[config.mk]
export PLATFORM = sky130hd
export DESIGN_NAME = srs_front
export DESIGN_NICKNAME = d
export VERILOG_FILES = /design/src/hw/rtl/srs_pkg.sv /design/src/hw/rtl/srs_front.sv
export SDC_FILE = /design/constraint.sdc
export NUM_CORES = 1
export LEC_CHECK = 0
export BUFFER_PORTS_ARGS = -buffer_cell sky130_fd_sc_hd__clkbuf_2
export CAP_MARGIN = 20
export CORE_AREA = 4 4 173 175
export DETAILED_ROUTE_END_ITERATION = 7
export DIE_AREA = 0 0 177 179
export PLACE_DENSITY = 0.55
export REMOVE_ABC_BUFFERS = 1
export SYNTH_ARGS = -nofsm -noshare
export SYNTH_HDL_FRONTEND = slang
export SYNTH_SLANG_ARGS = --single-unit
export TNS_END_PERCENT = 1
[constraint.sdc]
create_clock -name vclk -period 29.7
set_clock_uncertainty 0.2 [all_clocks]
set_input_delay 2.97 -clock vclk [all_inputs]
set_output_delay 2.97 -clock vclk [all_outputs]
set_load 0.1 [all_outputs]
[src/hw/rtl/srs_pkg.sv]
// Shared types, constants and helpers of the sample rate selector.
package srs_pkg;

  localparam int RATE_BITS   = 32;
  localparam int DIV_STAGES  = RATE_BITS;
  localparam int QUEUE_DEPTH = 2;
  localparam int CFG_IDX_BITS = 2;

  typedef logic [RATE_BITS-1:0] rate_t;

  typedef enum logic [CFG_IDX_BITS-1:0] {
    CFG_FLOOR   = 2'd0,
    CFG_CEILING = 2'd1,
    CFG_STEP    = 2'd2
  } cfg_idx_t;

  typedef enum logic [2:0] {
    OUT_IDEAL     = 3'd0,
    OUT_RAISED    = 3'd1,
    OUT_REDUCED   = 3'd2,
    OUT_BELOW_MIN = 3'd3,
    OUT_CAPS_BAD  = 3'd4
  } outcome_t;

  typedef struct packed {
    rate_t target_hz;
    rate_t least_hz;
    rate_t useful_ceiling_hz;
    rate_t preferred_multiple_hz;
  } in_t;

  typedef struct packed {
    rate_t      chosen_hz;
    logic [2:0] outcome;
  } out_t;

  typedef struct packed {
    rate_t      floor_hz;
    rate_t      ceiling_hz;
    rate_t      step_hz;
  } cfg_t;

  // Request state carried down the back end.
  typedef struct packed {
    logic  caps_bad;
    logic  up_ok;
    rate_t ideal;
    rate_t minimum;
    rate_t ceil_use;
    rate_t multiple;
    rate_t rate;
    rate_t down;
    rate_t up;
  } side_t;

  // One restoring remainder step: shift in one numerator bit, subtract if it fits.
  function automatic rate_t mod_step(rate_t rem, logic nbit, rate_t den);
    logic [RATE_BITS:0] trial;
    trial = {rem, nbit};
    if (trial >= {1'b0, den}) begin
      mod_step = rate_t'(trial - {1'b0, den});
    end else begin
      mod_step = trial[RATE_BITS-1:0];
    end
  endfunction

  // True when a is more than 1 Hz above b.
  function automatic logic beyond_one(rate_t a, rate_t b);
    beyond_one = ({1'b0, a} > ({1'b0, b} + {{RATE_BITS{1'b0}}, 1'b1}));
  endfunction

endpackage

[src/hw/rtl/srs_front.sv]
// Front end: normalises the ideal rate and clamps it to the device range.
module srs_front (
  input  srs_pkg::in_t   req,
  input  srs_pkg::cfg_t  cfg,
  output srs_pkg::side_t side
);

  srs_pkg::rate_t ideal_a;
  srs_pkg::rate_t ideal_b;
  srs_pkg::rate_t ideal_c;
  srs_pkg::rate_t rate_lo;

  always_comb begin
    ideal_a = req.target_hz;
    if (req.target_hz == '0) begin
      ideal_a = (req.least_hz != '0) ? req.least_hz : req.useful_ceiling_hz;
    end
    ideal_b = ideal_a;
    if (req.useful_ceiling_hz != '0 && ideal_a > req.useful_ceiling_hz) begin
      ideal_b = req.useful_ceiling_hz;
    end
    ideal_c = ideal_b;
    if (req.least_hz != '0 && ideal_b < req.least_hz) begin
      ideal_c = req.least_hz;
    end
    rate_lo = (ideal_c < cfg.floor_hz) ? cfg.floor_hz : ideal_c;

    side          = '0;
    side.caps_bad = (cfg.ceiling_hz == '0) || (cfg.ceiling_hz < cfg.floor_hz);
    side.ideal    = ideal_c;
    side.minimum  = req.least_hz;
    side.ceil_use = req.useful_ceiling_hz;
    side.multiple = req.preferred_multiple_hz;
    side.rate     = (rate_lo > cfg.ceiling_hz) ? cfg.ceiling_hz : rate_lo;
  end

endmodule

* Word level (Yosys, flattened, before mapping)
Cells that the tools add are included.
Storage, ports and cells: output and inout port bits 226, bits in registers 0, word-level logic and storage cells 18
Operators by class: reductions and logical operators 7, mux-type cells 6, magnitude comparators 5
Operators with widths (number):
- 32-bit 2-to-1 mux | 6
- 32-bit less-than comparator | 3
- 32-bit greater-than comparator | 2
- 32-bit zero test | 2
- 32-bit nonzero test | 2
- 1-bit logical AND | 2
- 1-bit logical OR | 1

* Longest topological paths before layout
Gate-level depths: netlist of the first run.
depth after elaboration 13, mapped depth 46, gate-level depth less buffers 41

* Worst setup path before layout of the first run
Ideal clock, no wire load.
kind input to output, start point in req[120] (netlist name), end point out side[68] (netlist name), setup slack 12.452 ns, data arrival time 14.078 ns, stages on the path 46, buffers on the path 7, data required time 26.530 ns, cell sequence nor4_1 nand4_1 nor2_1 clkbuf_1 clkbuf_1 buf_1 a21o_1 ha_1 nand4_1 nor4_1 a21bo_2 and3_1 o221ai_2 buf_2 a22o_1 ha_1 nand2_1 nor3_1 [10 not listed] nor3b_1 nand4_1 or3b_1 o311ai_2 buf_6 o21ai_1 nand2_1 ha_1 nor2b_1 o21a_1 o21a_1 o211ai_1 a31oi_1 o21a_1 o41ai_2 clkbuf_1 nor2_1 a31oi_1
RTL lines:
- start: declaration | RTL line srs_front.sv:3 | input srs_pkg::in_t req,
- end: declaration | RTL line srs_front.sv:5 | output srs_pkg::side_t side

==> flow_summary_export.csv, run 1 <==
group,metric,value,unit
outcome,status,"finished, final reports clean",
clock_network,post_cts_buffers,0,
clock_network,cts_resized,0,
timing,rsz0062_at_grt,"no",
yosys,synthCells,1142,
setup_path,end_kind,"primary output",
layout,nClkBuffers,0,
global_route,grt_start_max_net_pins,61,
timing,drv_slew,0,
setup_path,critPathArrivalTime,15.72,ns
timing,post-route-min-period,18.89,ns
global_route,grt_antenna_before_repair,0,
setup_path,crit_end,"side[79]",
routing,via_count,8715,
global_route,first_global_vias,8494,
setup_path,max_stage_delay,0.59,ns
timing,tns,0,ns
routing,maxUsedRoutingLayer,"met5",
routing,post-route-drc-count,0,
routing,wl_met3,2950,um
routing,wl_met2,15300,um
timing,timing.fmax,52.9,MHz
layout,fill_cells,3145,
clock_network,cts_hold_buf,0,
yosys,netlist_top_cells_count,"buf_4 (164), ha_1 (157), inv_1 (128)",
global_route,grt_use_total,20.3,%
timing,max_slew_margin,37.3,%
setup_path,path_class,"in2out",
setup_path,setup.worst_path.start,"req[127]",
worst_hold_path,worst_hold_path_type,"in2out",
die,initial_core_util,27.9,%
layout,fin_util,31.0,%
placed_design,place_ws,10.88,ns
layout,register_area,0,um^2
power_and_ir_drop,irDropWorstVdd,0.0718,mV
layout,layout-drive-gt1-share,26.8,%
timing,setup_violations,0,
setup_path,cp.required,26.53,ns
yosys,synth_most_common_cell,"buf_4",
layout,nNetsFinal,1686,
routing,routedWlPerCell,20.3,um
run,max_cap_violations,0,
placed_design,dp_hpwl,29400,um
timing,min_period_over_period,63.6,%
die,rows,62,
setup_path,worst_setup_path_start_kind,"input port",
routing,wl_met1,15500,um
timing,worstMarginPinSlew,0.938,ns
power_and_ir_drop,p_leak,0.00515,uW
routing,drtAntennaViolNets,0,
die,core_area,0.0285,mm^2
routing,routed_wl,34300,um
setup_path,path_max_fanout,60,
die,dieArea,0.0317,mm^2
setup_path,path_common_cell,"buf_4",
layout,design_area,0.00882,mm^2
yosys,ys_seq_area_share,0,%
die,die_h,179,um
die,fp.dieW,177,um
routing,drt_iter0_drc,558,
yosys,ys_types,60,
placed_design,place.gp.congestion,0.909,
placed_design,numPortBuffers,289,
yosys,yosys.area.top_type,"ha_1",
power_and_ir_drop,p_per_area,69.0,mW/mm^2
power_and_ir_drop,finalPower,608,uW
yosys,netlist_area,0.00794,mm^2
setup_path,critPathSlowestCell,"buf_4",
yosys,ys_warn_count,0,
die,num_io_pins,450,
yosys,synthTopCellsByArea,"ha_1 (25%), buf_4 (16%), a21o_1 (8.8%), inv_1 (6.1%), nand2_1 (5.5%)",
layout,flops_and_latches,0,
timing,worst_slack,10.81,ns
routing,first_pass_iters,7,
yosys,avgSynthCellArea,6.95,um^2
routing,vias_per_cell,5.16,
global_route,gr-total-overflow,0,
global_route,grt_first_pass_wirelength,50300,um
layout,area_growth,11.1,%
timing,hold_violations,0,
yosys,netlist.area_leader.share,24.8,%
placed_design,place_area,0.00882,mm^2
-- metal layers --
layer / GRT usage [%] / vias up
li1: - / 4262
met1: 28.2 / 4034
met2: 32.9 / 388
met3: 4.70 / 29
met4: 2.13 / 2
met5: 3.21 / -
-- metrics by stage --
| stage | instances | hold slack, ns |
|---|---|---|
| 2_1_floorplan | 1005 | 5.74 |
| 3_5_place_dp | 1687 | 5.74 |
| 4_1_cts | 1687 | 5.74 |
| 6_report | 1688 | 5.74 |
| 3_3_place_gp | 1687 | 5.74 |
| 5_1_grt | 1687 | 5.74 |
-- how the worst min path moves through the flow --
stage | from | endpoint | slack, ns | depth (start not counted)
finish | req[12] | side[108] | 5.74 | 0
floorplan | req[4] | side[100] | 5.74 | 0
detailed placement | req[12] | side[108] | 5.74 | 0
CTS | req[12] | side[108] | 5.74 | 0
global placement | req[12] | side[108] | 5.74 | 0
global route | req[12] | side[108] | 5.74 | 0
-- final cells by class --
cell class | count | area, um^2 | share of cell area, %
Multi-Input combinational cell | 877 | 6340 | 71.9
Timing Repair Buffer | 298 | 1510 | 17.2
Inverter | 128 | 480 | 5.45
Tap cell | 384 | 480 | 5.45
Antenna cell | 1 | 2.50 | 0.0284
-- kinds of logic after synthesis --
logic type	count (synthesis)	synth area share, %
AOI/OAI and AO/OA	328	29.0
adders and majority gates	157	24.8
buffers and inverters	329	23.7
muxes	32	4.59
other	1	0.0473
and+or+nand+nor	295	17.9
-- cell usage in the layout (no fill, tap or decap), types with 9 or more instances in the layout --
cell and n:
buf_4 9, o21ai_0 21, a21oi_1 43, nand3_1 15, nor2_1 50, a22o_1 32
o211ai_1 37, nand4_1 39, nor4_1 37, a21o_1 93, nand2_1 117, inv_1 128
conb_1 65, nor3_1 9, ha_1 157, a31oi_1 33, clkbuf_2 289, mux2_2 31
o21ai_1 32
-- worst max-delay path: cells and delay by family --
kind            cells  cell delay [ns]
fa+ha+maj           4             0.90
compound gates     20             3.85
simple gates       14             4.34
buf+inv             7             3.01
mux                 1             0.48
-- power by group --
part / internal [uW] / switching, uW / total (uW)
logic: 120 / 488 / 608
registers: 0 / 0 / 0
clock network: 0.00000450 / 0 / 0.00000451
total: 120 / 488 / 608
(Power assumes the default switching activity.)
==> run 2, diff against run 1 <==
- PLACE_DENSITY: 0.55 -> 0.57
- clock period: 29.7 -> 15.9 ns (I/O delays scaled with it)
==> run 2 against run 1 <==
- largest power group unchanged
- final area rose by 7.8%
- power rose by 120%
- highest routed layer unchanged
- sequential share of layout area did not move
- critical path depth rose by 2
- critical endpoint is now side[67]
- global-route usage fell by 0.31 points
- hold slack got worse by 2.8 ns
- non-clock buffer count rose by 22
- die area did not move
- wire length barely moved
- cell count rose by 1.2%
- core utilization rose by 2.4 points
- first-iteration DRC count rose by 16%
==> flow_summary_export.csv, run 2 (synthesis gave the netlist of run 1 again) <==
group,metric,value,unit
timing,worstMarginPinSlew,0.850,ns
setup_path,cp.required,14.11,ns
die,dieArea,0.0317,mm^2
setup_path,max_stage_delay,0.53,ns
timing,hold_violations,0,
layout,register_area,0,um^2
global_route,grt_first_pass_wirelength,49600,um
power_and_ir_drop,p_leak,0.00544,uW
global_route,grt_antenna_before_repair,0,
die,initial_core_util,27.9,%
layout,layout_common_cells,"clkbuf_2 (257), ha_1 (157), inv_1 (128), nand2_1 (117), a21o_1 (93)",
timing,min_period_over_period,92.6,%
die,num_io_pins,450,
global_route,grt_use_total,20.0,%
routing,vias_per_cell,5.20,
run,max_cap_violations,0,
layout,num_antenna_cells,0,
placed_design,dp_hpwl,29400,um
clock_network,cts_resized,0,
timing,post-route-min-period,14.72,ns
power_and_ir_drop,irDropWorstVdd,0.171,mV
routing,routed_wl,34300,um
routing,via_count,8883,
power_and_ir_drop,finalPower,1340,uW
setup_path,path_class,"in2out",
setup_path,critPathSlowestCell,"nor4_1",
layout,layout-drive-gt1-share,28.0,%
clock_network,post_cts_buffers,0,
routing,drt_iter0_drc,646,
layout,area_growth,19.8,%
layout,mostFrequentLayoutCell,"clkbuf_2",
timing,fin_hold_ws,2.98,ns
placed_design,numPortBuffers,289,
layout,nClkBuffers,0,
timing,timing.fmax,67.9,MHz
die,die_h,179,um
outcome,status,"finished, final reports clean",
layout,flops_and_latches,0,
setup_path,end_kind,"primary output",
timing,setup_violations,0,
timing,rsz0062_at_grt,"no",
setup_path,critPathArrivalTime,12.93,ns
global_route,grt_start_max_net_pins,45,
routing,routedWlPerCell,20.1,um
global_route,first_global_vias,8452,
die,fp.dieW,177,um
timing,drv_slew,0,
placed_design,place.gp.congestion,0.877,
die,rows,62,
timing,max_slew_margin,41.9,%
die,core_area,0.0285,mm^2
global_route,gr-total-overflow,0,
routing,post-route-drc-count,0,
routing,first_pass_iters,7,
layout,nNetsFinal,1708,
power_and_ir_drop,p_per_area,141,mW/mm^2
worst_hold_path,worst_hold_path_type,"in2out",
timing,tns,0,ns
setup_path,worst_setup_path_start_kind,"input port",
routing,drtAntennaViolNets,0,
setup_path,path_max_fanout,44,
clock_network,cts_hold_buf,0,
layout,fin_util,33.4,%
layout,fill_cells,3077,
-- run 2: report_power, final --
group,internal (uW),switching [uW]
logic,396,942
registers,0,0
clock network,0,0
-- run 2: worst max-delay path: cells and delay by family --
kind / cells / cell delay, ns
buffers and inverters: 8 / 2.05
muxes: 1 / 0.35
AOI/OAI and AO/OA: 21 / 4.39
adders and majority gates: 4 / 1.02
and+or+nand+nor: 14 / 3.42
-- run 2: cell type report --
class	count	area [um^2]	share of cell area (%)
Inverter	128	480	5.05
Multi-Input combinational cell	877	6340	66.6
Tap cell	384	480	5.05
Timing Repair Buffer	320	2210	23.2
-- run 2: metrics by stage --
stage               cell area [um^2]  instances  setup slack [ns]
floorplan                       6770       1005             -4.32
finish                          9510       1709              1.18
global route                    9510       1709             0.296
detailed placement              9510       1709              1.17
global placement                9510       1709              1.12
CTS                             9510       1709              1.13
-- run 2: per-layer routing --
layer | up-vias | track usage (%) | wire [um]
li1 | 4288 | - | -
met1 | 4137 | 27.2 | 15200
met2 | 425 | 33.0 | 15600
met3 | 31 | 5.08 | 3120
met4 | 2 | 1.87 | 325
met5 | - | 3.37 | 117
-- run 2: path summary, 6_finish.rpt --
| path | startpoint | endpoint | depth (start not counted) |
|---|---|---|---|
| setup / recovery | req[87] | side[67] | 48 |
| hold / removal | req[31] | side[127] | 0 |
