File: src/hw/rtl/srs_pkg.sv
// Shared types, constants and helpers of the sample rate selector.
package srs_pkg;

  localparam int RATE_BITS   = 32;
  localparam int DIV_STAGES  = RATE_BITS;
  localparam int QUEUE_DEPTH = 2;
  localparam int CFG_IDX_BITS = 2;

  typedef logic [RATE_BITS-1:0] rate_t;

  typedef enum logic [CFG_IDX_BITS-1:0] {
    CFG_FLOOR   = 2'd0,
    CFG_CEILING = 2'd1,
    CFG_STEP    = 2'd2
  } cfg_idx_t;

  typedef enum logic [2:0] {
    OUT_IDEAL     = 3'd0,
    OUT_RAISED    = 3'd1,
    OUT_REDUCED   = 3'd2,
    OUT_BELOW_MIN = 3'd3,
    OUT_CAPS_BAD  = 3'd4
  } outcome_t;

  typedef struct packed {
    rate_t target_hz;
    rate_t least_hz;
    rate_t useful_ceiling_hz;
    rate_t preferred_multiple_hz;
  } in_t;

  typedef struct packed {
    rate_t      chosen_hz;
    logic [2:0] outcome;
  } out_t;

  typedef struct packed {
    rate_t      floor_hz;
    rate_t      ceiling_hz;
    rate_t      step_hz;
  } cfg_t;

  // Request state carried down the back end.
  typedef struct packed {
    logic  caps_bad;
    logic  up_ok;
    rate_t ideal;
    rate_t minimum;
    rate_t ceil_use;
    rate_t multiple;
    rate_t rate;
    rate_t down;
    rate_t up;
  } side_t;

  // One restoring remainder step: shift in one numerator bit, subtract if it fits.
  function automatic rate_t mod_step(rate_t rem, logic nbit, rate_t den);
    logic [RATE_BITS:0] trial;
    trial = {rem, nbit};
    if (trial >= {1'b0, den}) begin
      mod_step = rate_t'(trial - {1'b0, den});
    end else begin
      mod_step = trial[RATE_BITS-1:0];
    end
  endfunction

  // True when a is more than 1 Hz above b.
  function automatic logic beyond_one(rate_t a, rate_t b);
    beyond_one = ({1'b0, a} > ({1'b0, b} + {{RATE_BITS{1'b0}}, 1'b1}));
  endfunction

endpackage

File: src/hw/rtl/srs_queue.sv
// Short request queue between the front and back ends.
module srs_queue (
  input  logic           clk,
  input  logic           rst_n,
  input  logic           push,
  input  srs_pkg::side_t push_data,
  output logic           full,
  input  logic           pop,
  output logic           not_empty,
  output srs_pkg::side_t pop_data
);

  localparam int PTR_BITS = (srs_pkg::QUEUE_DEPTH > 1) ? $clog2(srs_pkg::QUEUE_DEPTH) : 1;
  localparam int CNT_BITS = $clog2(srs_pkg::QUEUE_DEPTH + 1);

  srs_pkg::side_t        mem [srs_pkg::QUEUE_DEPTH];
  logic [PTR_BITS-1:0]   wr_ptr_r, wr_ptr_nxt;
  logic [PTR_BITS-1:0]   rd_ptr_r, rd_ptr_nxt;
  logic [CNT_BITS-1:0]   count_r, count_nxt;
  logic                  do_push, do_pop;

  assign full      = (count_r == CNT_BITS'(srs_pkg::QUEUE_DEPTH));
  assign not_empty = (count_r != '0);
  assign do_push   = push && !full;
  assign do_pop    = pop && not_empty;
  assign pop_data  = mem[rd_ptr_r];

  always_comb begin
    wr_ptr_nxt = wr_ptr_r;
    rd_ptr_nxt = rd_ptr_r;
    count_nxt  = count_r;
    if (do_push) begin
      wr_ptr_nxt = (wr_ptr_r == PTR_BITS'(srs_pkg::QUEUE_DEPTH - 1)) ? '0 : wr_ptr_r + 1'b1;
    end
    if (do_pop) begin
      rd_ptr_nxt = (rd_ptr_r == PTR_BITS'(srs_pkg::QUEUE_DEPTH - 1)) ? '0 : rd_ptr_r + 1'b1;
    end
    if (do_push && !do_pop) begin
      count_nxt = count_r + 1'b1;
    end else if (do_pop && !do_push) begin
      count_nxt = count_r - 1'b1;
    end
  end

  always_ff @(posedge clk) begin
    if (!rst_n) begin
      wr_ptr_r <= '0;
      rd_ptr_r <= '0;
      count_r  <= '0;
    end else begin
      wr_ptr_r <= wr_ptr_nxt;
      rd_ptr_r <= rd_ptr_nxt;
      count_r  <= count_nxt;
    end
  end

  always_ff @(posedge clk) begin
    if (do_push) begin
      mem[wr_ptr_r] <= push_data;
    end
  end

`ifndef ASSERT_OFF
  a_count_bound: assert property (@(posedge clk) disable iff (!rst_n)
    count_r <= CNT_BITS'(srs_pkg::QUEUE_DEPTH))
    else $error("queue count beyond depth");
  a_count_up: assert property (@(posedge clk) disable iff (!rst_n)
    do_push && !do_pop |=> count_r == $past(count_r) + 1'b1)
    else $error("queue count missed a push");
  a_count_down: assert property (@(posedge clk) disable iff (!rst_n)
    do_pop && !do_push |=> count_r == $past(count_r) - 1'b1)
    else $error("queue count missed a pop");
`endif

endmodule

File: config.mk
export PLATFORM = sky130hd
export DESIGN_NAME = srs_queue
export DESIGN_NICKNAME = d
export VERILOG_FILES = /design/src/hw/rtl/srs_pkg.sv /design/src/hw/rtl/srs_queue.sv
export SDC_FILE = /design/constraint.sdc
export NUM_CORES = 1
export LEC_CHECK = 0
export BUFFER_PORTS_ARGS = -buffer_cell sky130_fd_sc_hd__buf_2
export CORE_MARGIN = 2
export CORE_UTILIZATION = 30
export CTS_CLUSTER_SIZE = 10
export DETAILED_ROUTE_END_ITERATION = 10
export PLACE_DENSITY = 0.47
export SLEW_MARGIN = 10
export SYNTH_ARGS = -nofsm -noshare
export SYNTH_HDL_FRONTEND = slang
export SYNTH_SLANG_ARGS = --single-unit
export TNS_END_PERCENT = 10
File: constraint.sdc
create_clock -name clk -period 11.3 [get_ports clk]
set_input_delay 0.565 -clock clk [delete_from_list [all_inputs] [get_ports clk]]
set_output_delay 0.565 -clock clk [all_outputs]
set_load 0.1 [all_outputs]
======== After elaboration in Yosys (flattened, before gate mapping) ========
Memory sizes are Yosys's and may differ from the RTL's. A register that Yosys moved wholly into a read port is not among the register bits.
Index checks and enable logic that the tools add are counted.
storage, ports and cells
  bits in registers ....................... 4
  latch bits .............................. 0
  RAM bits ................................ 452
  memory bits (read-only) ................. 0
  input port bits ......................... 230
  output and inout bits ................... 228
  logic and storage cells ................. 26
  memories kept ........................... 1
cells by class
  $add $sub $neg .......................... 4
  $mul .................................... 0
  divide/modulo/power cells ............... 0
  magnitude comparators ................... 0
  eq/ne operators ......................... 1
  shift-type cells ........................ 0
  mux-type cells .......................... 8
  bitwise logic cells ..................... 0
  reduce and logical (&&, ||, !) cells .... 9
memory list
  memory  depth  width  read ports  clocked after Yosys merged registers in  write ports  RTL line         RTL
  mem     2      226    1           1                                        1            srs_queue.sv:16  srs_pkg::side_t mem [srs_pkg::QUEUE_DEPTH];
operators with widths
  operator                                           number
  2-to-1 mux 1 bit                                   6
  logical AND 1 bit                                  4
  2-to-1 mux 2 bit                                   2
  nonzero test 2 bit                                 2
  logical NOT 1 bit                                  3
  adder 1 bit (second input constant)                2
  adder 2 x 1 -> 2 bit (second input constant)       1
  == test 2 bit (second input constant)              1
  subtractor 2 x 1 -> 2 bit (second input constant)  1

======== Depth between registers and ports, before layout ========
Gate-level depths: netlist (run 1).
  depth in word-level cells ............... 7
  mapped depth ............................ 7
  gate-level depth less buffers ........... 7

======== Worst setup path after synthesis (run 1) ========
Ideal clock, no wire load.
  kind .................................... reg-to-reg
  start point ............................. reg count_r[0]
  end point ............................... reg wr_ptr_r
  arrival time ............................ 10283 ps
  path slack .............................. 919 ps
  stages on the path, launching flop included .. 5
  period minus slack after synthesis ...... 10381 ps
  cells stage by stage .................... dfxtp_1 > nand2b_1 > inv_1 > nor3_2 > o21a_1
between the ends
  cells in the longest elaborated chain, start to end .. 3
RTL lines
  element                 RTL line         RTL
  start, declared         srs_queue.sv:19  logic [CNT_BITS-1:0] count_r, count_nxt;
  start signal, assigned  srs_queue.sv:53  count_r <= count_nxt;
  == test 2 bit           srs_queue.sv:22  assign full = (count_r == CNT_BITS'(srs_pkg::QUEUE_DEPTH));
  net full                srs_queue.sv:7   output logic full,
  logical NOT 1 bit       srs_queue.sv:24  assign do_push = push && !full;
  logical AND 1 bit       srs_queue.sv:24
  end signal, assigned    srs_queue.sv:51  wr_ptr_r <= wr_ptr_nxt;
  end, declared           srs_queue.sv:17  logic [PTR_BITS-1:0] wr_ptr_r, wr_ptr_nxt;
The timed path passes the listed nets, and every way through them passes these cells.
A chain may end at the register's enable or synchronous reset.

==> run_results.csv, run 1 <==
group,metric,value,unit
global_route,grt_max_degree,169,
placed_design,port_buffers,457,
route,ant_nets,0,
global_route,gr-usage-all-layers,0.126,
setup_path,timing.rr.end,"mem[1][130]",
yosys,synth_top_cells_by_count,"edfxtp_1, mux2_4, mux2_2, buf_6, buf_2",
setup_path,worstPathArrival,3350,ps
finish,ff_latch_area,13700,µm²
placed_design,gp_congestion,0.727,
placed_design,pre_cts_ws,7880,ps
yosys,synth-simple-area-share,0.00336,
yosys,yosys.area_share.xor_xnor,0.00154,
placed_design,dp_hpwl,25200,µm
cts,post_cts_buffers,0,
route,firstDrtPassIters,4,
run,drv_cap,0,
yosys,synthMuxAreaShare,0.179,
setup_path,worstPathMaxFanout,123,
setup_path,reg2reg_depth,4,
yosys,yosysSeqAreaShare,0.799,
route,drt-total-wl,38300,µm
cts,cts_buffer_depth,3,
finish,syn2layout_area_growth,26.8,%
setup_path,reg2reg_setup_slack,8090,ps
sta,rsz0062_at_grt,"false",
route,vias_per_cell,4.23,
cts,cts_inserted_buffers,54,
yosys,yosysMostFrequentCell,"edfxtp_1",
setup_path,max_stage_delay,950,ps
floorplanning,die_area,59000,µm²
route,wl_met1,14900,µm
floorplanning,core,56400,µm²
global_route,grt_overflow,0,
yosys,synthesis.nets,959,
sta,fin_tns_setup,0,ps
sta,slew_headroom,0.144,
sta,hold_viol_final,0,
placed_design,dp_cells,1923,
floorplanning,die_w,243,µm
cts,cts_sinks,457,
yosys,ys_ff_latch,457,
route,drtIter0Drc,345,
sta,fmax,0.255,GHz
setup_path,crit_type,"reg -> out",
floorplanning,start_util,0.303,
yosys,synth_area_per_cell,23.5,µm²
cts,ctsHtreeMaxLevel,2,
route,routed.top_layer,"met5",
global_route,grt_pass1_wl,56200,µm
setup_path,crit_path_start_kind,"flip-flop",
route,drc,0,
finish,fin_nets,1454,
yosys,ys_types,22,
yosys,synth_compound_area_frac,0.00190,
sta,skew,19.9,ps
route,vias,8460,
sta,timing.final.ws_setup,7380,ps
setup_path,r2r_start,"count_r[0]",
cts,cts_tree,"done",
hold_path,hp-start,"push_data[145]",
route,met3WireLength,3810,µm
yosys,synth_top_family_by_area,"multiplexers",
hold_path,min_path_cells,1,
yosys,yosysWarnings,0,
floorplanning,die_h,243,µm
hold_path,hold_class,"in -> reg",
finish,multi_input_area,3210,µm²
finish,fillers,5369,
cts,cts-root-buf,"clkbuf_16",
hold_path,worst_hold_path.endpoint,"mem[0][145]",
finish,drive_gt1_frac,0.607,
cts,clk_latency,590,ps
yosys,synth_cells,728,
sta,period_share,0.347,
yosys,synth-edff-count,452,
setup_path,critPathBufInv,2,
floorplanning,io_pins,458,
yosys,synthFlopType,"edfxtp_1",
sta,drv_slew,0,
route,wl_per_cell,19.1,µm
global_route,antenna_found_initial,12,
cts,cts_repair_resize_count,0,
cts,cts.clk_slew.worst_paths,50,ps
sta,worst_pin_slew,1280,ps
global_route,grt_pass1_vias,8930,
setup_path,worstPathCellList,"buf_12 -> mux2_4 -> buf_2",
yosys,netlist_area,17100,µm²
yosys,yosysTopAreaCell,"edfxtp_1",
floorplanning,rows,87,
finish,fin_cells,2001,
cts,hold_buffers,0,
yosys,synth.area.top_cells,"edfxtp_1, mux2_4, mux2_2, buf_6, dfxtp_1",
setup_path,cp.required,10740,ps
sta,period_needed,3920,ps
sta,setup_viol_count_final,0,
setup_path,cpMaxStageDelayCell,"dfxtp_4",
yosys,async_flop_share,0,
status,outcome,"finished, final reports clean",
route,wl_met2,18700,µm
yosys,synth_fa_ha_area_frac,0.000731,
setup_path,path_delay_family,"flip-flops",
yosys,netlist.area_leader.share,0.793,
setup_path,crit_path_end_kind,"primary output",
## cell type report
| cell class | count | area share |
|---|---|---|
| inverter | 2 | 0.000346 |
| timing repair buffer | 464 | 0.109 |
| clock buffer | 66 | 0.0643 |
| tap | 756 | 0.0436 |
| multi-input combinational | 244 | 0.148 |
| clock inverter | 10 | 0.00427 |
| sequential | 457 | 0.630 |
| antenna | 2 | 0.000231 |
## placed cells by master (no fill, tap or decap), drive strengths merged, types with 3 or more instances in the layout
cell / Yosys / routed
clkbuf: 0 / 66
dfxtp: 5 / 5
buf: 25 / 464
clkinv: 0 / 6
mux2: 226 / 226
inv: 2 / 4
edfxtp: 452 / 452
and2: 3 / 3
## sequential cells by signal (all words and copies together), names as in the netlist, named ones only
signal	count
wr_ptr_r	1
mem	452
count_r	2
rd_ptr_r	1
## metrics by stage
stage / util / instance area (µm²) / hold WS [ps]
floorplan: - / 17100 / 479
global placement: 0.358 / 20200 / 500
detailed placement: 0.358 / 20200 / 518
CTS: 0.385 / 21700 / 102
global route: 0.385 / 21700 / 122
finish: 0.385 / 21700 / 159
## worst max path at each step
stage | startpoint | to | slack, ps | cells after the start
5_1_grt | flip-flop | pop_data[122] | 7210 | 3
4_1_cts | flip-flop | pop_data[155] | 7350 | 3
2_1_floorplan | count_r[0] | wr_ptr_r | 920 | 4
6_report | flip-flop | pop_data[70] | 7380 | 3
3_5_place_dp | push | mem[1][151] | 7880 | 4
3_3_place_gp | push | mem[1][152] | 7850 | 4
## logic make-up after synthesis
kind of cell / after synthesis
adders and majority gates: 1
AOI/OAI and AO/OA: 5
and+or+nand+nor: 9
muxes: 226
DFF: 457
buffers and inverters: 27
xor gates and xnor gates: 3
## metal layers
| metal | track usage | vias to the layer above |
|---|---|---|
| met4 | 0.0404 | 20 |
| li1 | - | 3885 |
| met1 | 0.143 | 4200 |
| met5 | 0 | - |
| met3 | 0.0594 | 74 |
| met2 | 0.209 | 281 |
Power of run 1 is left out: the tool's default activity adds up to more than one toggle a clock period on the data nets, which glitch-free logic cannot reach.
==> run 2, diff against run 1 <==
--- a/config.mk
+++ b/config.mk
@@ -10,7 +10,7 @@
 export CORE_UTILIZATION = 30
 export CTS_CLUSTER_SIZE = 10
 export DETAILED_ROUTE_END_ITERATION = 10
-export PLACE_DENSITY = 0.47
+export PLACE_DENSITY = 0.49
 export SLEW_MARGIN = 10
 export SYNTH_ARGS = -nofsm -noshare
 export SYNTH_HDL_FRONTEND = slang
==> constraint.sdc (replaced) <==
create_clock -name clk -period 3.43 [get_ports clk]
set_input_delay 0.1715 -clock clk [delete_from_list [all_inputs] [get_ports clk]]
set_output_delay 0.1715 -clock clk [all_outputs]
set_load 0.1 [all_outputs]
==> run 2 against run 1 <==
Cell count is 12% higher. Non-clock buffer count grew 244. Setup slack got worse by 6600 ps. Register-to-register slack lost 6700 ps. Highest routed layer unchanged.
==> run_results.csv, run 2 (synthesis gave the netlist of run 1 again) <==
group,metric,value,unit
setup_path,crit_path_end_kind,"primary output",
route,drc,0,
sta,fmax,0.378,GHz
power_and_ir_drop,power.leakage,0.00923,µW
finish,regMostFlops,"mem",
setup_path,worstPathMaxFanout,54,
cts,cts_sinks,457,
cts,hold_buffers,228,
placed_design,gp_congestion,0.724,
sta,rsz0062_at_grt,"false",
floorplanning,start_util,0.303,
placed_design,dp_hpwl,25900,µm
cts,cts-root-buf,"clkbuf_16",
run,drv_cap,0,
sta,slew_headroom,0.513,
sta,drv_slew,0,
floorplanning,rows,87,
finish,drive_gt1_frac,0.517,
global_route,grt_max_degree,75,
cts,cts_repair_resize_count,0,
sta,setup_viol_count_final,0,
global_route,grt_pass1_wl,59500,µm
route,drtIter0Drc,396,
sta,period_share,0.770,
global_route,grt_overflow,0,
cts,cts.clk_slew.worst_paths,50,ps
cts,clk_latency,570,ps
cts,cts_inserted_buffers,52,
setup_path,reg2reg_depth,4,
finish,largest_register_ff_count,452,
global_route,grt_pass1_vias,10200,
finish,fin_nets,1696,
floorplanning,die_w,243,µm
setup_path,reg2reg_setup_slack,1360,ps
sta,hold_ws,97.7,ps
global_route,gr-usage-all-layers,0.130,
sta,skew,9.16,ps
hold_path,hold_class,"in -> reg",
finish,finish.utilization,0.428,
finish,final_common_cell,"buf_2",
sta,hold_viol_final,0,
route,drt-total-wl,39200,µm
status,outcome,"finished, final reports clean",
route,ant_nets,0,
power_and_ir_drop,power_density,930,nW/µm²
cts,cts_buffer_depth,3,
setup_path,cp.required,3260,ps
finish,reg.largest.list,"mem (452), count_r (2)",
setup_path,r2r_start,"count_r[0]",
route,vias,9329,
route,vias_per_cell,4.16,
cts,cts_tree,"done",
finish,layout.cells.most_common_list,"buf_2, edfxtp_1, dlygate4sd3_1",
floorplanning,io_pins,458,
sta,worst_pin_slew,728,ps
floorplanning,die_area,59000,µm²
placed_design,port_buffers,457,
route,wl_per_cell,17.5,µm
finish,syn2layout_area_growth,40.9,%
setup_path,worstPathArrival,2470,ps
hold_path,hp-start,"pop",
sta,period_needed,2640,ps
hold_path,min_path_cells,4,
power_and_ir_drop,vdd_drop_max,0.626,mV
cts,ctsHtreeMaxLevel,2,
setup_path,timing.rr.end,"mem[0][131]",
setup_path,crit_path_start_kind,"flip-flop",
floorplanning,die_h,243,µm
global_route,antenna_found_initial,4,
route,firstDrtPassIters,4,
floorplanning,core,56400,µm²
cts,post_cts_buffers,0,
setup_path,crit_type,"reg -> out",
-- run 2: cell types whose count changed in the layout (fill, tap and decap cells not counted) --
cell and delta:
buf_12 +7, buf_4 +9, bufinv_16 -1, clkbuf_1 +2
clkbuf_16 -1, clkinv_1 -2, clkinv_2 -2, clkinv_4 +1
clkinv_8 -1, clkinvlp_4 -1, diode_2 +1, dlygate4sd3_1 +228
-- run 2: metal layers --
metal  part of all wire  track usage
met5            0.00033            0
met4              0.024       0.0379
met2               0.50        0.223
met3              0.075       0.0446
met1               0.40        0.155
-- run 2: area by class of cell --
type	count	area, µm²
fillers	5186	32300
inverters	2	7.51
diodes	3	7.51
multi-input cells	244	3210
flip-flops and latches	457	13700
well taps	756	946
repair buffers	708	4850
clock inverters	4	30.0
clock buffers	67	1380
-- run 2: critical path, stage by stage, from the launching register on --
cell	delay (ps)
dfxtp_4	730
buf_12	440
mux2_4	230
buf_2	450
-- run 2: stage by stage --
| step | cells | setup TNS (ps) | area [µm²] | worst slack, ps | power, µW |
|---|---|---|---|---|---|
| finish | 2241 | 0 | 24100 | 787 | 22400 |
| global route | 2240 | 0 | 24100 | 655 | 23200 |
| CTS | 2238 | 0 | 24100 | 686 | 22800 |
| detailed placement | 1939 | 0 | 20400 | 1270 | 17700 |
| global placement | 1939 | 0 | 20400 | 1290 | 17700 |
| floorplan | 728 | -1450590 | 17100 | -3490 | 16300 |
-- run 2: worst max path at each step --
stage	end	slack (ps)	depth (start not counted)
final	pop_data[159]	790	3
after global routing	pop_data[41]	660	3
after CTS	pop_data[198]	690	3
after detailed placement	mem[0][131]	1270	4
after global placement	mem[0][133]	1290	4
after floorplan	mem[0][0]	-3490	3
-- run 2: report_power, final --
group	total [µW]	leakage (µW)	switching, µW	internal [µW]
logic	10500	0.00428	8220	2240
clock network	4740	0.000684	1980	2770
registers	7240	0.00426	223	7010
total	22400	0.00923	10400	12000
No activity file was read; power rests on OpenSTA's default activity.
